## src/tgtp_pkg.sv

```systemverilog
// ----------------------------------------------------------------------------
// tgtp_pkg
// Shared types, codes and helper functions of the text/graphics terminal
// parser.
// ----------------------------------------------------------------------------
package tgtp_pkg;

    // Default geometry handed to the top-level parameters.
    localparam int TEXT_COLS_DEF = 10;
    localparam int TEXT_ROWS_DEF = 8;
    localparam int GFX_SIDE_DEF  = 64;

    // Item actions.
    localparam logic [1:0] ACT_BYTE  = 2'd0;
    localparam logic [1:0] ACT_CELL  = 2'd1;
    localparam logic [1:0] ACT_PIXEL = 2'd2;
    localparam logic [1:0] ACT_NONE  = 2'd3;

    // Display stream byte codes.
    localparam logic [7:0] BYTE_NUL        = 8'd0;
    localparam logic [7:0] BYTE_CR         = 8'd13;
    localparam logic [7:0] BYTE_ESC        = 8'd27;
    localparam logic [7:0] BYTE_SPACE      = 8'd32;
    localparam logic [7:0] BYTE_DEL        = 8'd127;
    localparam logic [7:0] BYTE_HARD_RESET = 8'd255;

    // Escape command codes.
    localparam logic [7:0] ESC_RESET_GREEN = 8'd1;
    localparam logic [7:0] ESC_RESET_GREY  = 8'd2;

    // Pen colour codes.
    localparam logic [5:0] PEN_GREY  = 6'd42;
    localparam logic [5:0] PEN_GREEN = 6'd12;

    // Graphics command field (top two bits of a graphics byte).
    localparam logic [1:0] GCMD_PLOT  = 2'b00;
    localparam logic [1:0] GCMD_SET_X = 2'b01;
    localparam logic [1:0] GCMD_SET_Y = 2'b10;
    localparam logic [1:0] GCMD_CTRL  = 2'b11;

    typedef struct packed {
        logic [1:0] action;
        logic [7:0] data_byte;
        logic [3:0] read_col;
        logic [2:0] read_row;
        logic [5:0] read_px;
        logic [5:0] read_py;
    } item_t;

    typedef struct packed {
        logic [7:0]  cell_char;
        logic [23:0] read_rgb;
        logic        graphics_on;
        logic        escape_on;
        logic [3:0]  cursor_col;
        logic [2:0]  cursor_row;
        logic [5:0]  point_x;
        logic [5:0]  point_y;
        logic [23:0] pen_rgb;
    } result_t;

    typedef enum logic [2:0] {
        ST_IDLE,
        ST_DECODE,
        ST_PREP,
        ST_PUT,
        ST_WAIT,
        ST_FINISH
    } state_t;

    typedef enum logic [3:0] {
        OP_NONE,
        OP_TEXT_RD,
        OP_PIX_RD,
        OP_GFX,
        OP_ESCAPE,
        OP_ESC_ARM,
        OP_HARD_RESET,
        OP_NEWLINE,
        OP_STEP_LEFT,
        OP_FILL_ZERO,
        OP_PUT
    } op_t;

    typedef struct packed {
        logic load;
        op_t  op;
        logic put_space;
        logic out_load;
    } cmd_t;

    typedef struct packed {
        logic [1:0] action;
        logic [7:0] data_byte;
        logic       gfx;
        logic       esc;
        logic       row_ok;
        logic       busy;
        logic       out_free;
    } status_t;

    // A 2-bit colour level expands to 0, 63, 127 or 255.
    function automatic logic [7:0] level(input logic [1:0] lv);
        logic [7:0] res;
        unique case (lv)
            2'd0:    res = 8'd0;
            2'd1:    res = 8'd63;
            2'd2:    res = 8'd127;
            default: res = 8'd255;
        endcase
        return res;
    endfunction

    // Red sits in code bits 1:0, green in 3:2, blue in 5:4.
    function automatic logic [23:0] expand(input logic [5:0] code);
        return {level(code[1:0]), level(code[3:2]), level(code[5:4])};
    endfunction

endpackage

```

## src/tgtp_ctrl.sv

```systemverilog
// ----------------------------------------------------------------------------
// tgtp_ctrl
// Sequencer of the terminal parser: decodes each transaction into datapath
// operations and waits out the multi-cycle fills and clears.
// ----------------------------------------------------------------------------
module tgtp_ctrl (
    input  logic              aclk,
    input  logic              aresetn,
    input  logic              s_valid,
    output logic              s_ready,
    input  tgtp_pkg::status_t sts,
    output tgtp_pkg::cmd_t    cmd
);

    tgtp_pkg::state_t state_reg, state_next;
    logic bs_reg, bs_next;
    logic put_pend_reg, put_pend_next;

    always_ff @(posedge aclk) begin
        if (!aresetn) begin
            state_reg    <= tgtp_pkg::ST_IDLE;
            bs_reg       <= 1'b0;
            put_pend_reg <= 1'b0;
        end else begin
            state_reg    <= state_next;
            bs_reg       <= bs_next;
            put_pend_reg <= put_pend_next;
        end
    end

    always_comb begin
        state_next    = state_reg;
        bs_next       = bs_reg;
        put_pend_next = put_pend_reg;
        cmd           = '{load: 1'b0, op: tgtp_pkg::OP_NONE, put_space: 1'b0, out_load: 1'b0};
        s_ready       = 1'b0;

        unique case (state_reg)
            tgtp_pkg::ST_IDLE: begin
                s_ready  = !sts.busy;
                cmd.load = s_valid && !sts.busy;
                if (s_valid && !sts.busy) begin
                    state_next = tgtp_pkg::ST_DECODE;
                end
            end
            tgtp_pkg::ST_DECODE: begin
                state_next = tgtp_pkg::ST_FINISH;
                unique case (sts.action)
                    tgtp_pkg::ACT_BYTE: begin
                        if (sts.gfx) begin
                            if (sts.data_byte == tgtp_pkg::BYTE_HARD_RESET) begin
                                cmd.op     = tgtp_pkg::OP_HARD_RESET;
                                state_next = tgtp_pkg::ST_WAIT;
                            end else if (sts.data_byte != tgtp_pkg::BYTE_NUL) begin
                                cmd.op = tgtp_pkg::OP_GFX;
                            end
                        end else if (sts.esc) begin
                            cmd.op = tgtp_pkg::OP_ESCAPE;
                        end else if (sts.data_byte == tgtp_pkg::BYTE_ESC) begin
                            cmd.op = tgtp_pkg::OP_ESC_ARM;
                        end else if (sts.data_byte == tgtp_pkg::BYTE_HARD_RESET) begin
                            cmd.op     = tgtp_pkg::OP_HARD_RESET;
                            state_next = tgtp_pkg::ST_WAIT;
                        end else if (sts.data_byte == tgtp_pkg::BYTE_CR) begin
                            cmd.op     = tgtp_pkg::OP_NEWLINE;
                            state_next = tgtp_pkg::ST_WAIT;
                        end else if (sts.data_byte == tgtp_pkg::BYTE_DEL) begin
                            cmd.op     = tgtp_pkg::OP_STEP_LEFT;
                            bs_next    = 1'b1;
                            state_next = tgtp_pkg::ST_PREP;
                        end else if (sts.data_byte >= tgtp_pkg::BYTE_SPACE) begin
                            state_next = tgtp_pkg::ST_PREP;
                        end
                    end
                    tgtp_pkg::ACT_CELL:  cmd.op = tgtp_pkg::OP_TEXT_RD;
                    tgtp_pkg::ACT_PIXEL: cmd.op = tgtp_pkg::OP_PIX_RD;
                    default:             cmd.op = tgtp_pkg::OP_NONE;
                endcase
            end
            tgtp_pkg::ST_PREP: begin
                // A row never written since the last text reset is zeroed first.
                if (sts.row_ok) begin
                    state_next = tgtp_pkg::ST_PUT;
                end else begin
                    cmd.op        = tgtp_pkg::OP_FILL_ZERO;
                    put_pend_next = 1'b1;
                    state_next    = tgtp_pkg::ST_WAIT;
                end
            end
            tgtp_pkg::ST_PUT: begin
                cmd.op        = tgtp_pkg::OP_PUT;
                cmd.put_space = bs_reg;
                state_next    = tgtp_pkg::ST_WAIT;
            end
            tgtp_pkg::ST_WAIT: begin
                if (!sts.busy) begin
                    if (put_pend_reg) begin
                        put_pend_next = 1'b0;
                        state_next    = tgtp_pkg::ST_PUT;
                    end else if (bs_reg) begin
                        cmd.op     = tgtp_pkg::OP_STEP_LEFT;
                        bs_next    = 1'b0;
                        state_next = tgtp_pkg::ST_FINISH;
                    end else begin
                        state_next = tgtp_pkg::ST_FINISH;
                    end
                end
            end
            tgtp_pkg::ST_FINISH: begin
                if (sts.out_free) begin
                    cmd.out_load = 1'b1;
                    state_next   = tgtp_pkg::ST_IDLE;
                end
            end
            default: state_next = tgtp_pkg::ST_IDLE;
        endcase
    end

endmodule

```

## config.mk

```make
export PLATFORM = sky130hd
export DESIGN_NAME = tgtp_ctrl
export DESIGN_NICKNAME = d
export VERILOG_FILES = /design/src/tgtp_pkg.sv /design/src/tgtp_ctrl.sv
export SDC_FILE = /design/constraint.sdc
export NUM_CORES = 1
export LEC_CHECK = 0
export BUFFER_PORTS_ARGS = -buffer_cell sky130_fd_sc_hd__buf_2
export CAP_MARGIN = 5
export CORE_MARGIN = 3
export CORE_UTILIZATION = 30
export DETAILED_ROUTE_END_ITERATION = 10
export PLACE_DENSITY = 0.61
export SLEW_MARGIN = 20
export SYNTH_ARGS = -nofsm -noshare
export SYNTH_HDL_FRONTEND = slang
export SYNTH_SLANG_ARGS = --single-unit
export TNS_END_PERCENT = 20
```

## constraint.sdc

```tcl
create_clock -name aclk -period 2.15 [get_ports aclk]
set_clock_uncertainty 0.15 [all_clocks]
set_input_delay 0.215 -clock aclk [delete_from_list [all_inputs] [get_ports aclk]]
set_output_delay 0.215 -clock aclk [all_outputs]
set_load 0.02 [all_outputs]
```

Yosys cells after proc, flatten, opt, wreduce, memory -nomap -nowiden

Index checks and enable logic that the tools add are counted.
W data, S select, Z words.

Output and inout bits: 8
Flip-flop bits (word level): 5
Bits of input ports: 18
Word-level logic and storage cells: 84

Mux-type cells: 47
Magnitude comparators: 1
Reductions and logical operators: 10
Equality and inequality tests: 23

Operators by type and width:

| operator             | number |
|---|---|
| $mux W3              | 14 |
| $mux W4              | 10 |
| $ne A2 B2 Y1 const B | 11 |
| $pmux W3 S6          | 1 |
| $mux W1              | 17 |
| $pmux W4 S4          | 1 |
| $pmux W4 S3          | 1 |
| $reduce_and A10 Y1   | 1 |
| $eq A8 B4 Y1 const B | 1 |
| $eq A8 B5 Y1 const B | 1 |
| $eq A8 B7 Y1 const B | 1 |
| $eq A8 B8 Y1 const B | 1 |
| $ge A8 B6 Y1 const B | 1 |
| $reduce_bool A8 Y1   | 1 |
| $eq A3 B2 Y1 const B | 2 |
| $eq A3 B3 Y1 const B | 2 |
| $reduce_and A3 Y1    | 2 |
| $pmux W1 S2          | 2 |
| $reduce_bool A2 Y1   | 2 |
| $eq A3 B1 Y1 const B | 1 |
| $logic_not A3 Y1     | 1 |
| $eq A2 B1 Y1 const B | 1 |
| $eq A2 B2 Y1 const B | 1 |
| $logic_not A2 Y1     | 1 |
| 4 further kinds      | 4 |

Longest topological paths before layout

Gate-level depths: netlist of the first run.

Depth after elaboration: 10
Mapped depth: 5
Gate-level depth less buffers: 4

Least setup slack after synthesis of the first run

Ideal clock, no wire load.

Path type: input to output
From: input sts[10] in the netlist's numbering
To: output cmd[3] in the netlist's numbering
Path buffers: 0
Stages on the path: 4
Required time: 1.785 ns
Arrival: 1.857 ns
Setup slack: -0.072 ns
Cells stage by stage: nor3_1 a22o_1 a311oi_1 a2111oi_0

RTL lines:

| what               | RTL line        | source |
|---|---|---|
| start: declaration | tgtp_ctrl.sv:11 | `input tgtp_pkg::status_t sts,` |
| end: declaration   | tgtp_ctrl.sv:12 | `output tgtp_pkg::cmd_t cmd` |

==> results of run 1 <==
[Yosys cell counts (2+ instances only)]
library cell | n | share of area (%)
nor2_1 | 5 | 3.1
a21oi_1 | 7 | 5.7
o31ai_1 | 3 | 3.7
a2111oi_0 | 2 | 2.9
o31a_1 | 2 | 2.9
o311a_1 | 2 | 3.3
nor4_1 | 2 | 2.1
and4_1 | 2 | 2.9
o21ai_0 | 2 | 1.6
nor3_1 | 2 | 1.6
or3_1 | 2 | 2.1
inv_1 | 6 | 3.7
nand2b_1 | 2 | 2.1
nand3_1 | 2 | 1.6
clkbuf_1 | 2 | 1.2
nand4_1 | 5 | 5.1
nand2_1 | 5 | 3.1
dfxtp_1 | 5 | 16
[cell type report]
type	instances	area, um^2	area share, %
inverter	6	22.5	2.76
tap	25	31.3	3.83
clock buffer	4	26.3	3.22
timing repair buffer	28	150	18.4
sequential	5	101	12.4
multi-input combinational	68	484	59.4
[power by group through the flow]
stage | combinational, mW | clock, mW | sequential [mW]
after floorplan | 0.104 | 0 | 0.104
after global placement | 0.162 | 0 | 0.104
after detailed placement | 0.161 | 0 | 0.104
after CTS | 0.163 | 0.110 | 0.102
after global routing | 0.181 | 0.120 | 0.104
final | 0.166 | 0.104 | 0.103
[timing repair]
item                       CTS  global route
setup endpoints to repair    1             3
resized for setup            1             4
setup buffers                0             0
pin swaps                    1             0
[stage by stage]
stage          std cells  hold slack (ns)  area, um^2  total power, mW
3_5_place_dp         132            0.369         763            0.265
6_report             136            0.130         816            0.373
2_1_floorplan         83            0.194         611            0.208
3_3_place_gp         132            0.374         763            0.266
5_1_grt              136            0.129         816            0.405
4_1_cts              136            0.119         798            0.375
[routing by layer]
metal  GRT usage (%)  vias up  wire (um)
li1                -      385          -
met1            16.5      367        793
met2            22.1       17        900
met3            1.17        0         76
met4            5.38        0          0
met5               0        -          0
[cells in the final DEF, fill, tap and decap left out, types with 3 or more instances in the layout]
cell	instances
buf_4	4
o31ai_1	3
nor2_1	5
nand4_1	5
inv_1	6
nand2_1	5
buf_2	24
a21oi_1	7
dfxtp_1	4
clkbuf_4	3
[worst max path at each step]
stage / startpoint / endpoint / depth (start not counted)
floorplan: state_reg[2]$_SDFFE_PN0P_ / cmd[4] / 4
global placement: sts[6] / cmd[2] / 6
detailed placement: sts[6] / cmd[2] / 6
CTS: state_reg[2]$_SDFFE_PN0P_ / cmd[5] / 5
global route: state_reg[2]$_SDFFE_PN0P_ / cmd[4] / 4
finish: state_reg[2]$_SDFFE_PN0P_ / cmd[5] / 5
[kinds of logic (layout without fill, tap and decap cells)]
logic type | Yosys count | count (layout) | share of synthesized area, %
AOI/OAI and AO/OA | 29 | 29 | 35.7
and+or+nand+nor | 39 | 39 | 39.8
DFF | 5 | 5 | 16.4
buffers and inverters | 10 | 38 | 8.01
==> results.sh, run 1 <==
export IMPL_grt_pass1_vias=671
export IMPL_die_area_mm2=0.00261
export IMPL_grt_overflow_total=0
export IMPL_fmax_mhz=476
export IMPL_cap_violations=0
export IMPL_rsz0062_at_grt="yes"
export IMPL_vias=769
export IMPL_synth_top_flop_cell="dfxtp_1"
export IMPL_worstSkewPairLatency_ns=0.23
export IMPL_startpoint_type="flip-flop"
export IMPL_ir_drop_uv=299
export IMPL_pre_cts_ws_ns=0.110
export IMPL_syn_area_um2=609
export IMPL_wl_per_cell_um=13.0
export IMPL_cts_tree="yes"
export IMPL_p_leak_nw=0.349
export IMPL_clock_sinks=5
export IMPL_worstPathCellList="or3b_4, or3_4, nor4_4, a211o_2, buf_4"
export IMPL_powerDensity_mw_per_mm2=457
export IMPL_die_h_um=51.1
export IMPL_ys_ff_latch=5
export IMPL_drc=0
export IMPL_start_util_pct=33.5
export IMPL_drv_slew=0
export IMPL_whs_endpoint="bs_reg$_SDFFE_PN0P_"
export IMPL_path_buf_inv=1
export IMPL_intPower_uw=239
export IMPL_io_buffers=25
export IMPL_die_w_um=51.1
export IMPL_vias_per_cell=5.65
export IMPL_min_from="aresetn"
export IMPL_largest_reg_flops=3
export IMPL_grt_max_degree=13
export IMPL_num_antenna_cells=0
export IMPL_gr_usage_all_layers_pct=12.9
export IMPL_cts_buffer_depth=2
export IMPL_p_clk_share_pct=27.9
export IMPL_drtIter0Drc=32
export IMPL_synth_nets=101
export IMPL_r2r_start="state_reg[2]$_SDFFE_PN0P_"
export IMPL_synth_edf_count=0
export IMPL_status="completed"
export IMPL_final_antenna_net_count=0
export IMPL_dpl_hpwl_um=1370
export IMPL_tightest_slew_ns=0.458
export IMPL_slowest_stage="or3b_4"
export IMPL_final_hold_viol_count=0
export IMPL_seq_area_frac_synth_pct=16.4
export IMPL_ff2ff_setup_slack_ns=0.55
export IMPL_area_growth_pct=33.9
export IMPL_p_sw_share_pct=35.9
export IMPL_drtPass1Iterations=4
export IMPL_htreeDepth=1
export IMPL_num_nets_final=130
export IMPL_required_ns=1.78
export IMPL_nFillCells=195
export IMPL_finalWorstSetupSlack_ns=0.0488
export IMPL_tns_ns=0
export IMPL_p_sw_uw=134
export IMPL_core_area_mm2=0.00182
export IMPL_cts_root_buf="clkbuf_4"
export IMPL_hold_depth=2
export IMPL_clk_pin_slew_worst_paths_ns=0.04
export IMPL_drive_gt1_share_pct=35.1
export IMPL_fin_util_pct=44.8
export IMPL_totalWireLength_um=1770
export IMPL_reg2reg_depth=4
export IMPL_pin_count=26
export IMPL_synthCells=83
export IMPL_cp_arrival_ns=1.74
export IMPL_ctsHoldBuffers=0
export IMPL_pwr_share_seq_pct=27.6
export IMPL_hold_class="primary input to flip-flop"
export IMPL_setup_viol=0
export IMPL_gp_congestion=0.863
export IMPL_row_count=15
export IMPL_pwr_share_comb_pct=44.5
export IMPL_max_stage_delay_ns=0.40
export IMPL_r2r_end="bs_reg$_SDFFE_PN0P_"
export IMPL_grt_antenna_before_repair=0
export IMPL_relSlewSlack_pct=68.7
export IMPL_min_period_ns=2.10
export IMPL_cp_top_family="simple AND/OR/NAND/NOR gates"
export IMPL_cts_buffers=3
export IMPL_post_route_period_util_pct=97.7
export IMPL_path_class="flip-flop to output port"
export IMPL_grt_pass1_wl_um=2680
export IMPL_synth_warnings=0
export IMPL_critPathMaxFanout=3
export IMPL_synth_async_reset_ratio_pct=0
export IMPL_synth_cell_type_count=43
export IMPL_syn_area_per_cell_um2=7.34
export IMPL_endpoint_kind="output port"
Power figures use the tool's default switching activity.
==> run 2: changes to the inputs <==
Settings changed: BUFFER_PORTS_ARGS -buffer_cell sky130_fd_sc_hd__buf_2 to default, DONT_BUFFER_PORTS from default to 1, PLACE_DENSITY 0.61 to 0.5.
==> run 2 against run 1 <==
Final cell count shrank 15%. Sequential share of layout area grew 1.8 points. Utilization shrank 5.6 points. Setup slack lost 0.013 ns. Register-to-register slack lost 0.08 ns. First-iteration DRC count shrank 41%. Hold slack lost 0.097 ns. Sequential power is essentially flat. Final area shrank 12%. Power shrank 7.4%. Largest cell class unchanged.
==> results.sh, run 2 (synthesis gave the netlist of run 1 again) <==
export IMPL_relSlewSlack_pct=62.0
export IMPL_grt_antenna_before_repair=0
export IMPL_pwr_share_comb_pct=40.3
export IMPL_cts_tree="yes"
export IMPL_num_antenna_cells=0
export IMPL_dp_cells=111
export IMPL_grt_overflow_total=0
export IMPL_critPathMaxFanout=3
export IMPL_reg2reg_depth=4
export IMPL_drtIter0Drc=19
export IMPL_finalHoldWorstSlack_ns=0.0331
export IMPL_rsz0062_at_grt="yes"
export IMPL_critPathLaunch="state_reg[2]$_SDFFE_PN0P_"
export IMPL_ir_drop_uv=249
export IMPL_drtPass1Iterations=4
export IMPL_die_area_mm2=0.00261
export IMPL_ff2ff_setup_slack_ns=0.47
export IMPL_htreeDepth=1
export IMPL_die_w_um=51.1
export IMPL_dpl_hpwl_um=1390
export IMPL_fin_util_pct=39.2
export IMPL_vias_per_cell=6.00
export IMPL_cts_buffers=3
export IMPL_p_sw_uw=114
export IMPL_gr_usage_all_layers_pct=14.4
export IMPL_path_class="flip-flop to output port"
export IMPL_clk_pin_slew_worst_paths_ns=0.04
export IMPL_hold_class="primary input to flip-flop"
export IMPL_placed_cell_area_um2=668
export IMPL_vias=696
export IMPL_post_cts_setup_buffers=0
export IMPL_drv_slew=0
export IMPL_tns_ns=0
export IMPL_final_hold_viol_count=0
export IMPL_fmax_mhz=473
export IMPL_start_util_pct=33.5
export IMPL_pre_cts_ws_ns=0.193
export IMPL_crit_end="cmd[5]"
export IMPL_p_sw_share_pct=33.1
export IMPL_die_h_um=51.1
export IMPL_final_cell_mix="a21oi_1 (7), buf_4 (7), inv_1 (6)"
export IMPL_fin_cells=116
export IMPL_row_count=15
export IMPL_totalWireLength_um=1690
export IMPL_worstSkewPairLatency_ns=0.23
export IMPL_p_clk_share_pct=30.0
export IMPL_powerDensity_mw_per_mm2=483
export IMPL_finalPower_uw=345
export IMPL_min_period_ns=2.11
export IMPL_p_leak_nw=0.263
export IMPL_grt_pass1_wl_um=2960
export IMPL_grt_max_degree=13
export IMPL_grt_pass1_vias=721
export IMPL_endpoint_kind="output port"
export IMPL_r2r_end="bs_reg$_SDFFE_PN0P_"
export IMPL_clock_sinks=5
export IMPL_cts_root_buf="clkbuf_4"
export IMPL_pwr_share_seq_pct=29.8
export IMPL_design_area_um2=714
export IMPL_setup_viol=0
export IMPL_cts_buffer_depth=2
export IMPL_status="completed"
export IMPL_finalWorstSetupSlack_ns=0.0353
export IMPL_nFillCells=196
export IMPL_startpoint_type="flip-flop"
export IMPL_final_antenna_net_count=0
export IMPL_cp_arrival_ns=1.75
export IMPL_num_nets_final=110
export IMPL_io_buffers=0
export IMPL_area_growth_pct=17.2
export IMPL_intPower_uw=231
export IMPL_post_route_period_util_pct=98.4
export IMPL_required_ns=1.78
export IMPL_core_area_mm2=0.00182
export IMPL_wl_per_cell_um=14.6
export IMPL_gp_congestion=0.819
export IMPL_pin_count=26
export IMPL_drc=0
export IMPL_tightest_slew_ns=0.555
export IMPL_largest_reg_flops=3
export IMPL_cap_violations=0
export IMPL_r2r_start="state_reg[2]$_SDFFE_PN0P_"
export IMPL_drive_gt1_share_pct=18.7
run 2: cell types whose count changed in the layout (fill, tap and decap cells not counted), sizes merged:
cell | before | now
buf | 28 | 7
dlygate4sd3 | 0 | 1
run 2: layer usage:
layer	wire [um]	global-route usage, %
met5	0	0
met4	10	7.17
met3	150	4.08
met2	820	23.8
met1	706	16.8
run 2: what timing repair did:
action / in CTS / in global routing
endpoints found under the setup margin: 1 / 1
hold buffers: 1 / 0
hold endpoints to repair: 3 / 0
cloned: 0 / 0
resized for setup: 1 / 1
run 2: power by group through the flow:
stage | logic, mW | clock network [mW] | registers, mW
6_report | 0.139 | 0.103 | 0.103
5_1_grt | 0.156 | 0.115 | 0.103
4_1_cts | 0.139 | 0.109 | 0.102
3_3_place_gp | 0.137 | 0 | 0.104
2_1_floorplan | 0.104 | 0 | 0.104
3_5_place_dp | 0.136 | 0 | 0.104
run 2: worst max-delay path: stages, from the launching register on:
cell,delay [ns]
dfxtp_2,0.31
or3b_4,0.40
or3_4,0.35
nor4_4,0.25
a211o_2,0.21
run 2: layout make-up:
cell class	instances	area [um^2]	area share [%]
multi-input combinational	68	470	65.8
sequential	5	101	14.2
timing repair buffer	8	62.6	8.76
tap	25	31.3	4.38
clock buffer	4	26.3	3.68
inverter	6	22.5	3.15
run 2: worst min-delay path by stage:
stage	from	to	cells past startpoint
6_report	aresetn	state_reg[1]$_SDFFE_PN0P_	2
5_1_grt	aresetn	state_reg[1]$_SDFFE_PN0P_	2
4_1_cts	aresetn	state_reg[1]$_SDFFE_PN0P_	2
3_5_place_dp	aresetn	state_reg[2]$_SDFFE_PN0P_	1
3_3_place_gp	aresetn	bs_reg$_SDFFE_PN0P_	1
2_1_floorplan	aresetn	put_pend_reg$_SDFFE_PN0P_	2
==> run 3: changes to the inputs <==
Settings changed: ABC_AREA from default to 1.
==> run 3 against run 2 <==
Non-clock buffer count is 6 lower. Synthesized cell count is 42% higher. Die area is 0.55% higher. Count of clock-buffer cells in the layout stayed put. Via count is 0.72% higher. Routed wire length is 1.2% higher. Critical path type unchanged. Largest power group is now the clock network.
==> results.sh, run 3 <==
export IMPL_startpoint_type="flip-flop"
export IMPL_synth_cell_type_count=22
export IMPL_core_area_mm2=0.00182
export IMPL_design_area_um2=691
export IMPL_num_antenna_cells=0
export IMPL_ys_top_cells_by_count="nand2_1 (33), inv_1 (19), nor2_1 (17)"
export IMPL_die_w_um=51.2
export IMPL_drtIter0Drc=15
export IMPL_post_route_period_util_pct=92.2
export IMPL_hold_class="primary input to flip-flop"
export IMPL_r2r_end="state_reg[0]$_SDFFE_PN0P_"
export IMPL_final_common_cell="nand2_1"
export IMPL_multiInputGateArea_um2=423
export IMPL_largest_reg_flops=3
export IMPL_io_buffers=0
export IMPL_tightest_slew_ns=0.448
export IMPL_grt_antenna_before_repair=0
export IMPL_yosys_area_share_simple_pct=53.9
export IMPL_htreeDepth=1
export IMPL_fin_cells=149
export IMPL_grt_pass1_wl_um=2770
export IMPL_cts_buffer_depth=2
export IMPL_synth_warnings=0
export IMPL_crit_end="cmd[5]"
export IMPL_dp_cells=143
export IMPL_die_area_mm2=0.00262
export IMPL_relSlewSlack_pct=70.0
export IMPL_row_count=15
export IMPL_finalPower_uw=303
export IMPL_syn_area_um2=613
export IMPL_path_class="flip-flop to output port"
export IMPL_final_antenna_net_count=0
export IMPL_clk_pin_slew_worst_paths_ns=0.05
export IMPL_worstPathCellList="inv_2, nor2_2, nand2_1, nor2_1, inv_1, o21ai_1"
export IMPL_path_buf_inv=2
export IMPL_fmax_mhz=504
export IMPL_r2r_start="state_reg[2]$_SDFFE_PN0P_"
export IMPL_endpoint_kind="output port"
export IMPL_ff_latch_area_um2=100
export IMPL_synth_edf_count=0
export IMPL_max_stage_delay_ns=0.48
export IMPL_required_ns=1.78
export IMPL_netlist_area_leader_share_pct=20.2
export IMPL_seq_area_frac_synth_pct=16.3
export IMPL_setup_viol=0
export IMPL_gr_usage_all_layers_pct=13.5
export IMPL_status="completed"
export IMPL_ff2ff_setup_slack_ns=0.46
export IMPL_synth_fa_ha_area_share_pct=0
export IMPL_ys_ff_latch=5
export IMPL_drv_slew=0
export IMPL_num_nets_final=143
export IMPL_synthCells=118
export IMPL_drive_gt1_share_pct=12.9
export IMPL_min_period_ns=1.98
export IMPL_cp_top_family="flip-flops"
export IMPL_synth_top_flop_cell="dfxtp_1"
export IMPL_wl_per_cell_um=11.5
export IMPL_critPathLaunch="state_reg[2]$_SDFFE_PN0P_"
export IMPL_grt_pass1_vias=693
export IMPL_area_growth_pct=12.7
export IMPL_start_util_pct=33.7
export IMPL_cap_violations=0
export IMPL_synthMuxAreaShare_pct=0
export IMPL_gp_congestion=0.782
export IMPL_synth_area_leader_cell="nand2_1"
export IMPL_synth_compound_area_share_pct=15.1
export IMPL_placed_cell_area_um2=644
export IMPL_cts_root_buf="clkbuf_4"
export IMPL_final_hold_viol_count=0
export IMPL_vias=701
export IMPL_clock_sinks=5
export IMPL_rsz0062_at_grt="no"
export IMPL_pin_count=26
export IMPL_grt_max_degree=8
export IMPL_cp_num_cells=6
export IMPL_cts_tree="yes"
export IMPL_drtPass1Iterations=4
export IMPL_ir_drop_uv=252
export IMPL_critPathMaxFanout=7
export IMPL_fin_util_pct=37.9
export IMPL_worstSkewPairLatency_ns=0.24
export IMPL_vias_per_cell=4.70
export IMPL_cp_arrival_ns=1.62
export IMPL_totalWireLength_um=1710
export IMPL_die_h_um=51.2
export IMPL_dpl_hpwl_um=1350
export IMPL_reg2reg_depth=5
export IMPL_slowest_stage="dfxtp_1"
export IMPL_powerDensity_mw_per_mm2=438
export IMPL_cts_buffers=3
export IMPL_nFillCells=221
export IMPL_tns_ns=0
export IMPL_grt_overflow_total=0
export IMPL_yosysMostFrequentCell="nand2_1"
export IMPL_synth_xor_area_share_pct=0
export IMPL_p_leak_nw=0.338
export IMPL_syn_area_per_cell_um2=5.20
export IMPL_synth_area_top_cells="nand2_1 (20%), dfxtp_1 (16%), inv_1 (12%), nor2_1 (10%), nand3_1 (7.3%)"
export IMPL_synth_async_reset_ratio_pct=0
export IMPL_drc=0
export IMPL_synth_top_family_by_area="simple AND/OR/NAND/NOR gates"
export IMPL_post_cts_setup_buffers=0
export IMPL_final_cell_mix="nand2_1 (33), inv_1 (19), nor2_1 (17)"
export IMPL_synth_nets=136
==> run 3: cell count changes in the layout (fill, tap and decap cells not counted), sizes merged, moves of 3 or more <==
cell / previous run / this run
nand4: 5 / 1
nor4: 3 / 0
inv: 6 / 22
nand2: 5 / 36
nor2: 5 / 21
o31ai: 4 / 0
o21ai: 2 / 7
a21oi: 7 / 4
nand3: 2 / 11
buf: 7 / 0
or3: 3 / 0
==> run 3: worst min path at each step <==
stage	startpoint	endpoint	slack [ns]	cells past startpoint
2_1_floorplan	aresetn	state_reg[0]$_SDFFE_PN0P_	0.18	2
3_3_place_gp	aresetn	state_reg[0]$_SDFFE_PN0P_	0.20	2
3_5_place_dp	aresetn	state_reg[0]$_SDFFE_PN0P_	0.19	2
4_1_cts	sts[1]	put_pend_reg$_SDFFE_PN0P_	0.03	2
5_1_grt	sts[1]	put_pend_reg$_SDFFE_PN0P_	0.07	2
6_report	sts[1]	put_pend_reg$_SDFFE_PN0P_	0.05	2
==> run 3: power by group <==
group	internal, mW	total, mW	switching (mW)
Combinational	0.0277	0.0874	0.0597
Sequential	0.0980	0.103	0.00538
Clock	0.0704	0.112	0.0414
==> run 3: logic make-up after synthesis <==
group,Yosys count
AO/OA/AOI/OAI,16
buffers and inverters,24
AND/OR/NAND/NOR,73
flip-flops,5
==> run 3: metal layers <==
layer	vias up	share of wire, %	global-route usage [%]
li1	383	-	-
met1	297	46	16.2
met2	21	45	23.0
met3	0	8.5	4.96
met4	0	0	2.69
met5	-	0	0
==> run 3: layout make-up <==
class                   count  area share, %
repair buffers              2           2.90
multi-input cells          89           61.2
inverters                  24           13.0
flip-flops and latches      5           14.5
well taps                  25           4.53
clock buffers               4           3.80
==> run 3: stage by stage <==
| step | worst slack (ns) | hold slack [ns] |
|---|---|---|
| global placement | 0.438 | 0.196 |
| CTS | 0.184 | 0.0277 |
| detailed placement | 0.452 | 0.189 |
| floorplan | 0.602 | 0.175 |
| finish | 0.167 | 0.0462 |
| global route | 0.0157 | 0.0658 |
==> run 3: repair_timing <==
item	in CTS	in global routing
hold buffers	2	0
endpoints found under the hold margin	3	0
endpoints found under the setup margin	0	0
gates resized for setup	0	0
